<file path="src/hw/rtl/tbs_pkg.sv">
package tbs_pkg;

  localparam int CountMax = 65535;
  localparam logic [15:0] CntMax = 16'(CountMax);
  localparam logic [15:0] PosMax = 16'hFFFF;
  localparam logic [30:0] SumMax = 31'h7FFF_FFFF;
  localparam logic [14:0] LowestReset = 15'h7FFF;

  localparam logic [14:0] NormalLimitReset = 15'd464;
  localparam logic [14:0] WarningLimitReset = 15'd704;
  localparam logic [14:0] CriticalLimitReset = 15'd944;
  localparam logic [14:0] TripLevelReset = 15'd720;

  typedef enum logic [1:0] {
    CfgNormalLimit = 2'd0,
    CfgWarningLimit = 2'd1,
    CfgCriticalLimit = 2'd2,
    CfgTripLevel = 2'd3
  } cfg_idx_e;

  typedef enum logic {
    ActSample = 1'b0,
    ActClear = 1'b1
  } action_e;

  typedef struct packed {
    logic              action;
    logic signed [15:0] sample;
  } in_t;

  typedef struct packed {
    logic [14:0] min_seen;
    logic [14:0] max_seen;
    logic [30:0] total;
    logic [15:0] skipped_count;
    logic [15:0] normal_count;
    logic [15:0] warning_count;
    logic [15:0] critical_count;
    logic [15:0] shutdown_count;
    logic        trip_seen;
    logic [15:0] trip_index;
  } out_t;

  typedef struct packed {
    logic [14:0] normal_limit;
    logic [14:0] warning_limit;
    logic [14:0] critical_limit;
    logic [14:0] trip_level;
  } cfg_t;

  localparam out_t StatsReset = '{
    min_seen: LowestReset,
    max_seen: 15'd0,
    total: 31'd0,
    skipped_count: 16'd0,
    normal_count: 16'd0,
    warning_count: 16'd0,
    critical_count: 16'd0,
    shutdown_count: 16'd0,
    trip_seen: 1'b0,
    trip_index: 16'd0
  };

  function automatic logic [15:0] sat_inc(logic [15:0] v);
    return (v >= CntMax) ? CntMax : v + 16'd1;
  endfunction

endpackage

</file>
<file path="src/hw/rtl/tbs_cfg_regs.sv">
module tbs_cfg_regs import tbs_pkg::*; (
  input  logic        clk_i,
  input  logic        rst_ni,
  input  logic        cfg_we_i,
  input  logic [1:0]  cfg_idx_i,
  input  logic [14:0] cfg_data_i,
  output cfg_t        cfg_o
);

  cfg_t cfg_d, cfg_q;

  always_comb begin
    cfg_d = cfg_q;
    if (cfg_we_i) begin
      unique case (cfg_idx_e'(cfg_idx_i))
        CfgNormalLimit:   cfg_d.normal_limit = cfg_data_i;
        CfgWarningLimit:  cfg_d.warning_limit = cfg_data_i;
        CfgCriticalLimit: cfg_d.critical_limit = cfg_data_i;
        CfgTripLevel:     cfg_d.trip_level = cfg_data_i;
        default:          cfg_d = cfg_q;
      endcase
    end
  end

  always_ff @(posedge clk_i or negedge rst_ni) begin
    if (!rst_ni) begin
      cfg_q <= '{
        normal_limit: NormalLimitReset,
        warning_limit: WarningLimitReset,
        critical_limit: CriticalLimitReset,
        trip_level: TripLevelReset
      };
    end else begin
      cfg_q <= cfg_d;
    end
  end

  assign cfg_o = cfg_q;

endmodule

</file>
<file path="src/hw/rtl/tbs_stats.sv">
module tbs_stats import tbs_pkg::*; (
  input  logic clk_i,
  input  logic rst_ni,
  input  logic in_valid_i,
  output logic in_ready_o,
  input  in_t  in_data_i,
  input  cfg_t cfg_i,
  input  logic res_free_i,
  output logic res_push_o,
  output out_t res_data_o
);

  logic        in_valid_q;
  in_t         in_q;
  logic        advance;
  out_t        stats_d, stats_q;
  logic [15:0] pos_d, pos_q;
  logic [14:0] t;
  logic [31:0] sum_wide;
  logic        in_normal, in_warning, in_critical;

  assign advance    = in_valid_q && res_free_i;
  assign in_ready_o = !in_valid_q || advance;

  assign t        = in_q.sample[14:0];
  assign sum_wide = {1'b0, stats_q.total} + {17'd0, t};

  assign in_normal   = t <= cfg_i.normal_limit;
  assign in_warning  = !in_normal && (t <= cfg_i.warning_limit);
  assign in_critical = !in_normal && !in_warning && (t <= cfg_i.critical_limit);

  always_comb begin
    stats_d = stats_q;
    pos_d   = pos_q;
    if (action_e'(in_q.action) == ActClear) begin
      stats_d = StatsReset;
      pos_d   = 16'd0;
    end else if (in_q.sample[15]) begin
      stats_d.skipped_count = sat_inc(stats_q.skipped_count);
      pos_d = (pos_q >= PosMax) ? PosMax : pos_q + 16'd1;
    end else begin
      if (!stats_q.trip_seen && (t >= cfg_i.trip_level)) begin
        stats_d.trip_seen  = 1'b1;
        stats_d.trip_index = pos_q;
      end
      if (t < stats_q.min_seen) stats_d.min_seen = t;
      if (t > stats_q.max_seen) stats_d.max_seen = t;
      stats_d.total = sum_wide[31] ? SumMax : sum_wide[30:0];
      if (in_normal) begin
        stats_d.normal_count = sat_inc(stats_q.normal_count);
      end else if (in_warning) begin
        stats_d.warning_count = sat_inc(stats_q.warning_count);
      end else if (in_critical) begin
        stats_d.critical_count = sat_inc(stats_q.critical_count);
      end else begin
        stats_d.shutdown_count = sat_inc(stats_q.shutdown_count);
      end
      pos_d = (pos_q >= PosMax) ? PosMax : pos_q + 16'd1;
    end
  end

  always_ff @(posedge clk_i or negedge rst_ni) begin
    if (!rst_ni) begin
      in_valid_q <= 1'b0;
      stats_q    <= StatsReset;
      pos_q      <= 16'd0;
    end else begin
      if (in_ready_o) in_valid_q <= in_valid_i;
      if (advance) begin
        stats_q <= stats_d;
        pos_q   <= pos_d;
      end
    end
  end

  always_ff @(posedge clk_i) begin
    if (in_ready_o && in_valid_i) in_q <= in_data_i;
  end

  assign res_push_o = advance;
  // trip_index stays zero until the trip latch sets, so it can go out as is
  assign res_data_o = stats_d;

endmodule

</file>
<file path="src/hw/rtl/tbs_out_reg.sv">
module tbs_out_reg import tbs_pkg::*; (
  input  logic clk_i,
  input  logic rst_ni,
  input  logic res_push_i,
  input  out_t res_data_i,
  output logic res_free_o,
  output logic out_valid_o,
  input  logic out_ready_i,
  output out_t out_data_o
);

  logic out_valid_q;
  out_t out_q;

  assign res_free_o = !out_valid_q || out_ready_i;

  always_ff @(posedge clk_i or negedge rst_ni) begin
    if (!rst_ni) begin
      out_valid_q <= 1'b0;
    end else if (res_free_o) begin
      out_valid_q <= res_push_i;
    end
  end

  always_ff @(posedge clk_i) begin
    if (res_push_i) out_q <= res_data_i;
  end

  assign out_valid_o = out_valid_q;
  assign out_data_o  = out_q;

endmodule

</file>
<file path="src/hw/rtl/temperature_band_statistics.sv">
// Path from input beat to result beat: input register, then result register.
// Throughput: 1 item per cycle unless out_ready_i stalls; the statistics update is a
//   single pass of compares, a 31-bit saturating add and 16-bit saturating increments.
// Reset (rst_ni low, async): statistics cleared, limits back to 464/704/944,
//   trip level 720, both pipeline registers empty.
module temperature_band_statistics import tbs_pkg::*; (
  input  logic        clk_i,
  input  logic        rst_ni,
  input  logic        in_valid_i,
  output logic        in_ready_o,
  input  in_t         in_data_i,
  output logic        out_valid_o,
  input  logic        out_ready_i,
  output out_t        out_data_o,
  input  logic        cfg_we_i,
  input  logic [1:0]  cfg_idx_i,
  input  logic [14:0] cfg_data_i
);

  cfg_t cfg;
  logic res_free;
  logic res_push;
  out_t res_data;

  tbs_cfg_regs u_cfg (
    .clk_i,
    .rst_ni,
    .cfg_we_i,
    .cfg_idx_i,
    .cfg_data_i,
    .cfg_o (cfg)
  );

  tbs_stats u_stats (
    .clk_i,
    .rst_ni,
    .in_valid_i,
    .in_ready_o,
    .in_data_i,
    .cfg_i      (cfg),
    .res_free_i (res_free),
    .res_push_o (res_push),
    .res_data_o (res_data)
  );

  tbs_out_reg u_out (
    .clk_i,
    .rst_ni,
    .res_push_i (res_push),
    .res_data_i (res_data),
    .res_free_o (res_free),
    .out_valid_o,
    .out_ready_i,
    .out_data_o
  );

endmodule

</file>
<file path="config.mk">
export PLATFORM = sky130hd
export DESIGN_NAME = temperature_band_statistics
export DESIGN_NICKNAME = d
export VERILOG_FILES = /design/src/hw/rtl/tbs_pkg.sv /design/src/hw/rtl/tbs_cfg_regs.sv /design/src/hw/rtl/tbs_stats.sv /design/src/hw/rtl/tbs_out_reg.sv /design/src/hw/rtl/temperature_band_statistics.sv
export SDC_FILE = /design/constraint.sdc
export NUM_CORES = 1
export LEC_CHECK = 0
export BUFFER_PORTS_ARGS = -buffer_cell sky130_fd_sc_hd__clkbuf_2
export CORE_ASPECT_RATIO = 0.7
export CORE_MARGIN = 3
export CORE_UTILIZATION = 60
export CTS_BUF_LIST = sky130_fd_sc_hd__clkbuf_8 sky130_fd_sc_hd__clkbuf_16
export DETAILED_ROUTE_END_ITERATION = 10
export PLACE_DENSITY = 0.81
export SYNTH_ARGS = -nofsm -noshare
export SYNTH_HDL_FRONTEND = slang
export SYNTH_SLANG_ARGS = --single-unit
</file>
<file path="constraint.sdc">
create_clock -name clk_i -period 7.1 [get_ports clk_i]
set_input_delay 1.065 -clock clk_i [delete_from_list [all_inputs] [get_ports clk_i]]
set_output_delay 1.065 -clock clk_i [all_outputs]
set_load 0.01 [all_outputs]
</file>
# Yosys cells after proc, flatten, opt, wreduce, memory -nomap -nowiden
# Cells that the tools add are included.
# Widths: inputs -> output; s select.
[word_totals] register_bits=411 latchBits=0 ram_bits=0 mem_bits_ro=0 word_cells=90 n_memories=0
[op_classes] add_sub_neg=7 n_mul=0 div=0 n_lt_le_gt_ge=12 eq_ne=3 shift=0 muxes=21 bitwise=0 n_reduce_logical=18
[ops] operator="$mux 16" n=12
[ops] operator="$mux 158" n=1
[ops] operator="$add 16x1->16 const B" n=6
[ops] operator="$ge 16x16->1 const B" n=6
[ops] operator="$mux 81" n=1
[ops] operator="$mux 61" n=1
[ops] operator="$mux 48" n=1
[ops] operator="$le 15x15->1" n=3
[ops] operator="$add 31x15->32" n=1
[ops] operator="$mux 32" n=1
[ops] operator="$mux 31" n=1
[ops] operator="$mux 15" n=2
[ops] operator="$mux 17" n=1
[ops] operator="$ge 15x15->1" n=1
[ops] operator="$gt 15x15->1" n=1
[ops] operator="$lt 15x15->1" n=1
[ops] operator="$reduce_and 2->1" n=4
[ops] operator="$logic_and 1x1->1" n=6
[ops] operator="$logic_not 1->1" n=5
[ops] operator="$eq 2x2->1 const B" n=2
[ops] operator="$eq 2x1->1 const B" n=1
[ops] operator="$logic_not 2->1" n=1
[ops] operator="$logic_or 1x1->1" n=2

# Longest topological paths before layout
# Gate-level depths: netlist of run 1.
[depth] word_depth=11 mapped_depth=12 ltp_nobuf=10

# Hierarchy
# A second synthesis of run 1 with hierarchy kept.
[hier_totals] hier_cells=2176 area_unflattened_um2=22554.1
[modules_own_cells] module="tbs_stats" instances=1 cells_per_inst=1887 area_each_um2=15476.1 seq_area_each_um2=4908.5
[modules_own_cells] module="tbs_out_reg" instances=1 cells_per_inst=161 area_each_um2=4792.1 seq_area_each_um2=4769.6
[modules_own_cells] module="tbs_cfg_regs" instances=1 cells_per_inst=128 area_each_um2=2285.9 seq_area_each_um2=1521.5

# Worst setup path before layout of run 1
# OpenSTA, ideal clock, no wires.
[synth_path] kind="input -> register" start="input port out_ready_i" end="register u_out.out_q, in the netlist u_out.out_data_o[0], enable pin" setup_ps=584 t_arrival_ps=6552 t_required_ps=6516 setup_slack_ps=-36 path_stages=6 path_buffers=3 cell_sequence="nand2b_1 -> nand2_1 -> inv_1 -> clkbuf_1 -> buf_1 -> clkbuf_1"
[synth_via] elab_chain_cells=2
[synth_lines] element="from (decl)" line="temperature_band_statistics.sv:13" rtl="input logic out_ready_i,"
[synth_lines] element="$logic_or 1x1->1" line="tbs_out_reg.sv:15" rtl="assign res_free_o = !out_valid_q || out_ready_i;"
[synth_lines] element="$logic_and 1x1->1" line="tbs_stats.sv:22" rtl="assign advance = in_valid_q && res_free_i;"
[synth_lines] element="net res_push" line="temperature_band_statistics.sv:22" rtl="logic res_push;"
[synth_lines] element="to (signal assigned)" line="tbs_out_reg.sv:26" rtl="if (res_push_i) out_q <= res_data_i;"
[synth_lines] element="to (decl)" line="tbs_out_reg.sv:13" rtl="out_t out_q;"
# The timed path passes the listed nets, and every way through them passes these cells.
# A chain may end at the register's enable or synchronous reset.

==> results of run 1 <==
-- final cells by class --
cell class                      count  area (um2)
Inverter                          114         435
Clock buffer                       48        1120
Timing Repair Buffer              216        1160
Tap cell                          480         601
Clock inverter                     24         179
Fill cell                        2627       11400
Multi-Input combinational cell   1490       10100
Sequential cell                   411       11200
-- stage by stage --
step                cell area (um2)  total power, mW  utilization
floorplan                     22300             4.09            -
global placement              23500             4.49        0.649
detailed placement            23500             4.57        0.649
CTS                           24800             6.69        0.685
global route                  24800             7.02        0.685
finish                        24800             6.70        0.685
-- registers in the layout, summed over array words and instances (netlist names) --
signal	count
u_out.out_data_o	158
u_stats.stats_q	158
u_cfg.cfg_o	60
u_stats.in_q	17
u_stats.pos_q	16
u_out.out_valid_o	1
u_stats.in_valid_q	1
-- layout by cell type (no fill, tap or decap), types with 70 or more instances in the layout --
cell type,netlist,final
nor3_1,70,70
ha_1,110,110
clkbuf_2,1,197
o21ai_0,95,95
a21oi_1,188,186
dfrtp_1,205,205
nor2_1,156,155
nand2_1,126,125
edfxtp_1,175,175
inv_1,113,122
-- power breakdown --
| group | total, mW | switching (mW) | internal, mW |
|---|---|---|---|
| Combinational | 1.51 | 0.931 | 0.578 |
| Sequential | 3.06 | 0.229 | 2.83 |
| Clock | 2.13 | 0.900 | 1.23 |
| Total | 6.70 | 2.06 | 4.64 |
-- worst paths after layout --
path                                        endpoint  depth (start not counted)  slack [ns]
worst min register to register        u_cfg.cfg_o[5]                          1        0.51
worst max-delay path            u_out.out_data_o[59]                          8        3.27
worst max register to register  u_out.out_data_o[59]                          8        3.27
max in group asynchronous        u_stats.stats_q[18]                          2        5.29
min in group asynchronous         u_stats.in_valid_q                          1        0.52
worst min-delay path                  u_cfg.cfg_o[5]                          1        0.51
-- routing by layer --
metal | track usage | up-vias | routed length [um]
li1 | - | 8397 | -
met1 | 0.428 | 9108 | 25900
met2 | 0.446 | 890 | 26600
met3 | 0.0538 | 115 | 4860
met4 | 0.0964 | 0 | 1780
met5 | 0 | - | 0
-- kinds of logic (layout without fill, tap and decap cells) --
logic type               after synthesis  in the layout
XOR/XNOR                              23             23
flip-flops                           411            411
buffers and inverters                250            402
multiplexers                          89             89
adder cells (fa/ha/maj)              111            111
AO/OA/AOI/OAI                        633            633
AND/OR/NAND/NOR                      634            634
-- worst reg2reg max path, delay by kind of cell (launching register included) --
family	cells	cell delay, ns
AO/OA/AOI/OAI	3	0.56
adder cells (fa/ha/maj)	1	0.46
buffers and inverters	1	0.23
flip-flops	1	0.69
AND/OR/NAND/NOR	3	1.72
==> run_results.csv, run 1 <==
group,metric,value,unit
global_routing,grt_first_pass_wirelength,94700,um
cts,cts_made_buffers,40,
critical_path,crit_chain,"ha_1 -> nand4_1 -> nor4_1 -> a31oi_1 -> buf_4 -> nor3_1 -> a21oi_1 -> a311oi_1",
placed_design,numPortBuffers,198,
cts,root_buffer,"clkbuf_16",
timing,setup_viol,0,
timing,tns,0,ns
synth,synth_cell_types,85,
synth,syn_area_per_cell,10.3,um2
synth,synth_seq_area_share,0.503,
routing,routedWlPerCell,21.2,um
finish,final_cells,2783,
power_and_ir_drop,power_density,270,nW/um2
finish,n_antenna_cell,0,
timing,whs,0.506,ns
critical_path,reg2reg_from,"u_stats.in_q[13]",
cts,cts_setup_buffers,0,
routing,vias_per_cell,6.65,
floorplanning,core,36200,um2
floorplanning,die_y,167,um
critical_path,path_delay_family,"simple AND/OR/NAND/NOR gates",
job,max_cap_violations,0,
global_routing,antenna_found_initial,0,
placed_design,dp_cells,2711,
floorplanning,dieWidth,236,um
floorplanning,start_util,0.615,
cts,clk_path_buf_depth,3,
floorplanning,die_area,39500,um2
synth,synth-edff-count,175,
timing,drv_slew,0,
critical_path,crit_type,"flop to flop",
cts,cts_hold_buf,0,
run_status,status,"completed",
cts,cts.htree.levels,2,
cts,cts_sinks,411,
finish,drive_above_1_share,0.182,
timing,setup_ws,3.27,ns
floorplanning,num_rows,58,
synth,yosys.area_share.simple,0.145,
timing,fmax,261,MHz
worst_hold_path,hp-start,"u_cfg.cfg_o[5]",
timing,tightest_slew,1.23,ns
critical_path,path_buf_inv,1,
global_routing,grt_max_degree,143,
timing,fin_skew,0.0219,ns
synth,synth_top_family_by_area,"compound AO/OA/AOI/OAI gates",
finish,area_growth,11.5,%
floorplanning,ioPinCount,199,
placed_design,gp_congestion,0.940,
global_routing,overflow,0,
routing,wl,59100,um
power_and_ir_drop,leakage,10.5,nW
synth,syn-instance-count,2151,
cts,clock_latency,0.55,ns
synth,synth_most_common_cell,"dfrtp_1",
synth,synth_compound_area_frac,0.193,
critical_path,cp.arrival,4.19,ns
timing,max_slew_margin,0.179,
critical_path,worst-path-max-fanout,13,
critical_path,critPathMaxStageDelay,0.80,ns
synth,synth_top_cell_by_area,"edfxtp_1",
routing,routed-via-count,18500,
placed_design,dp_slack,3.05,ns
synth,syn-num-nets,2301,
global_routing,grtUsageTotal,0.292,
synth,yosys.area_share.adder,0.0627,
worst_hold_path,hold_path.class,"flop to flop",
timing,rsz0062_at_grt,"no",
synth,synthArstFlopShare,0.574,
critical_path,slowest_stage,"nor3_1",
routing,drt_first_iter_violations,2317,
synth,synth_top_area_frac,0.236,
critical_path,cp-start-kind,"flop",
power_and_ir_drop,ir_worst_vdd,0.182,mV
routing,postRouteAntennaNets,0,
routing,firstDrtPassIters,6,
cts,cts_resized,0,
cts,cts.clk_slew.worst_paths,0.06,ns
global_routing,grt_pass1_vias,17600,
finish,nets,2423,
placed_design,hpwl,38700,um
synth,synth_commonest_cells,"dfrtp_1, a21oi_1, edfxtp_1, nor2_1, nand2_1",
critical_path,critPathCaptureType,"flop",
synth,synthTopCellsByArea,"edfxtp_1, dfrtp_1, ha_1",
synth,ys_seq_elements,411,
synth,synthFlopType,"dfrtp_1",
cts,cts_tree,"done",
critical_path,startpoint,"u_stats.in_q[13]",
synth,synthMuxAreaShare,0.0431,
synth,yosysWarnings,0,
timing,timing.final.crit_period,3.83,ns
routing,drc_errors,0,
critical_path,required,7.46,ns
synth,netlist_area,22300,um2
timing,hold_violations,0,
timing,post-route-period-util,0.539,
synth,yosys.area_share.xor_xnor,0.00905,
No activity file was read; power rests on OpenSTA's default activity.
==> run 2, diff against run 1 <==
--- a/config.mk
+++ b/config.mk
@@ -8,10 +8,10 @@
 export BUFFER_PORTS_ARGS = -buffer_cell sky130_fd_sc_hd__clkbuf_2
 export CORE_ASPECT_RATIO = 0.7
 export CORE_MARGIN = 3
-export CORE_UTILIZATION = 60
+export CORE_UTILIZATION = 55
 export CTS_BUF_LIST = sky130_fd_sc_hd__clkbuf_8 sky130_fd_sc_hd__clkbuf_16
 export DETAILED_ROUTE_END_ITERATION = 10
-export PLACE_DENSITY = 0.81
+export PLACE_DENSITY = 0.79
 export SYNTH_ARGS = -nofsm -noshare
 export SYNTH_HDL_FRONTEND = slang
 export SYNTH_SLANG_ARGS = --single-unit
==> constraint.sdc (replaced) <==
create_clock -name clk_i -period 3.1 [get_ports clk_i]
set_input_delay 0.465 -clock clk_i [delete_from_list [all_inputs] [get_ports clk_i]]
set_output_delay 0.465 -clock clk_i [all_outputs]
set_load 0.01 [all_outputs]
==> run 2 against run 1 <==
Global-route usage fell by 1.3 points. Register-to-register slack worse by 3.3 ns. Fmax is 24% higher. Via count increased by 1.2%. Cell area rose by 4.6%. Final cell count rose by 5.5%. Utilization decreased by 2.3 points. Worst hold slack lost 0.42 ns. Critical endpoint is now u_out.out_data_o[31]. First-iteration DRC count is 1.6% higher. Sequential share of layout area fell by 2.0 points. Largest power group unchanged.
==> run_results.csv, run 2 (same netlist as run 1, synthesis figures left out) <==
group,metric,value,unit
finish,multiInputGateArea,10300,um2
cts,clock_latency,0.55,ns
cts,cts.htree.levels,2,
cts,cts_sinks,411,
finish,seq_area,11200,um2
timing,drv_slew,0,
placed_design,gp_congestion,0.974,
timing,post-route-period-util,0.993,
finish,area_growth,16.6,%
finish,final_cell_mix,"dfrtp_1, clkbuf_2, a21oi_1",
worst_hold_path,hold_path.class,"primary input to flop",
job,max_cap_violations,0,
global_routing,grtUsageTotal,0.279,
routing,drc_errors,0,
critical_path,critPathCaptureType,"flop",
floorplanning,die_area,43000,um2
finish,fillerInstances,3023,
timing,whs,0.0909,ns
placed_design,numPortBuffers,198,
power_and_ir_drop,power_density,608,nW/um2
floorplanning,start_util,0.568,
placed_design,hpwl,41800,um
routing,drt_first_iter_violations,2354,
power_and_ir_drop,leakage,11.0,nW
finish,nets,2528,
run_status,status,"completed",
finish,n_antenna_cell,0,
timing,tightest_slew,0.986,ns
routing,vias_per_cell,6.38,
cts,clk_path_buf_depth,3,
timing,timing.final.crit_period,3.08,ns
routing,routedWlPerCell,20.7,um
timing,rsz0062_at_grt,"yes",
critical_path,worst-path-max-fanout,9,
finish,final_common_cell,"dfrtp_1",
critical_path,cp.arrival,3.34,ns
floorplanning,dieWidth,246,um
floorplanning,die_y,174,um
power_and_ir_drop,internal_power,10.9,mW
floorplanning,num_rows,60,
global_routing,overflow,0,
global_routing,grt_max_degree,129,
global_routing,grt_first_pass_wirelength,97300,um
timing,tns,0,ns
routing,postRouteAntennaNets,0,
timing,max_slew_margin,0.341,
floorplanning,ioPinCount,199,
power_and_ir_drop,sw_frac_of_total,0.310,
global_routing,antenna_found_initial,0,
timing,fmax,325,MHz
power_and_ir_drop,p_comb_frac,0.240,
worst_hold_path,hold_path_depth,1,
timing,setup_viol,0,
power_and_ir_drop,p_total,15.8,mW
critical_path,reg2regPathDepth,9,
cts,cts.clk_slew.worst_paths,0.06,ns
placed_design,placed_area,24400,um2
routing,firstDrtPassIters,7,
cts,cts_made_buffers,41,
finish,design_area,26000,um2
critical_path,required,3.37,ns
critical_path,crit_type,"flop to flop",
floorplanning,core,39200,um2
power_and_ir_drop,ir_worst_vdd,0.431,mV
critical_path,cp-start-kind,"flop",
routing,routed-via-count,18700,
cts,root_buffer,"clkbuf_16",
finish,drive_above_1_share,0.231,
routing,wl,60800,um
power_and_ir_drop,clock_power_share,0.320,
power_and_ir_drop,power.switching,4.88,mW
global_routing,grt_pass1_vias,17800,
cts,cts_tree,"done",
timing,fin_skew,0.0209,ns
timing,hold_violations,0,
power_and_ir_drop,pwr-share-seq,0.441,
[run 2: cell count changes in the layout (fill, tap and decap cells not counted), moves of 4 or more]
| cell | delta |
|---|---|
| clkinv_2 | -4 |
| inv_1 | -5 |
| buf_12 | +6 |
| buf_4 | +97 |
| o21ai_0 | -5 |
| clkbuf_8 | -5 |
| o21ai_1 | +5 |
| clkinvlp_4 | +6 |
[run 2: through the flow]
step / cells / util / setup WS (ns)
after global placement: 2856 / 0.622 / -0.181
after floorplan: 2151 / - / 0.239
after CTS: 2930 / 0.658 / -0.00449
after detailed placement: 2856 / 0.622 / -0.203
final: 2935 / 0.662 / 0.0219
after global routing: 2935 / 0.662 / -0.0217
[run 2: what timing repair did]
| action | in CTS | in global routing |
|---|---|---|
| pin swaps | 0 | 10 |
| endpoints found under the hold margin | 68 | 0 |
| hold buffers | 1 | 0 |
| endpoints found under the setup margin | 57 | 70 |
| setup buffers | 0 | 5 |
| gates resized for setup | 13 | 35 |
[run 2: metal layers]
metal / global-route usage / up-vias / wire, um
met1: 0.410 / 9167 / 26600
met3: 0.0509 / 105 / 5240
met4: 0.0672 / 0 / 1290
met5: 0 / - / 0
met2: 0.431 / 847 / 27700
li1: - / 8613 / -
[run 2: power groups by stage]
| stage | clock (mW) | combinational [mW] | sequential (mW) |
|---|---|---|---|
| final | 5.04 | 3.78 | 6.95 |
| after global routing | 5.35 | 4.18 | 7.02 |
| after global placement | 0 | 3.50 | 7.00 |
| after CTS | 5.14 | 3.67 | 6.94 |
| after detailed placement | 0 | 3.62 | 7.03 |
| after floorplan | 0 | 2.34 | 7.01 |
[run 2: final timing paths]
| path | startpoint | end | slack (ns) |
|---|---|---|---|
| setup / recovery | u_stats.in_q[2] | u_out.out_data_o[31] | 0.02 |
| hold / removal | in_data_i[2] | u_stats.in_q[2] | 0.09 |
| setup reg to reg | u_stats.in_q[2] | u_out.out_data_o[31] | 0.02 |
| hold reg to reg | u_cfg.cfg_o[44] | u_cfg.cfg_o[44] | 0.51 |
| max in group asynchronous | rst_ni | u_stats.stats_q[68] | 1.74 |
| min in group asynchronous | rst_ni | u_cfg.cfg_o[47] | 0.48 |
[run 2: cell type report]
| class | count | share of cell area |
|---|---|---|
| Clock buffer | 43 | 0.0406 |
| Clock inverter | 30 | 0.0108 |
| Inverter | 114 | 0.0168 |
| Multi-Input combinational cell | 1490 | 0.397 |
| Sequential cell | 411 | 0.432 |
| Tap cell | 527 | 0.0254 |
| Timing Repair Buffer | 320 | 0.0778 |
[run 2: worst max-delay path: stages, from the launching register on]
cell and delay, ns:
edfxtp_1 0.43, buf_4 0.18, ha_1 0.32, nand3b_1 0.11, a21oi_2 0.26, o31ai_4 0.14
a211o_4 0.41, or3_4 0.47, nor2_1 0.30, a311oi_1 0.18
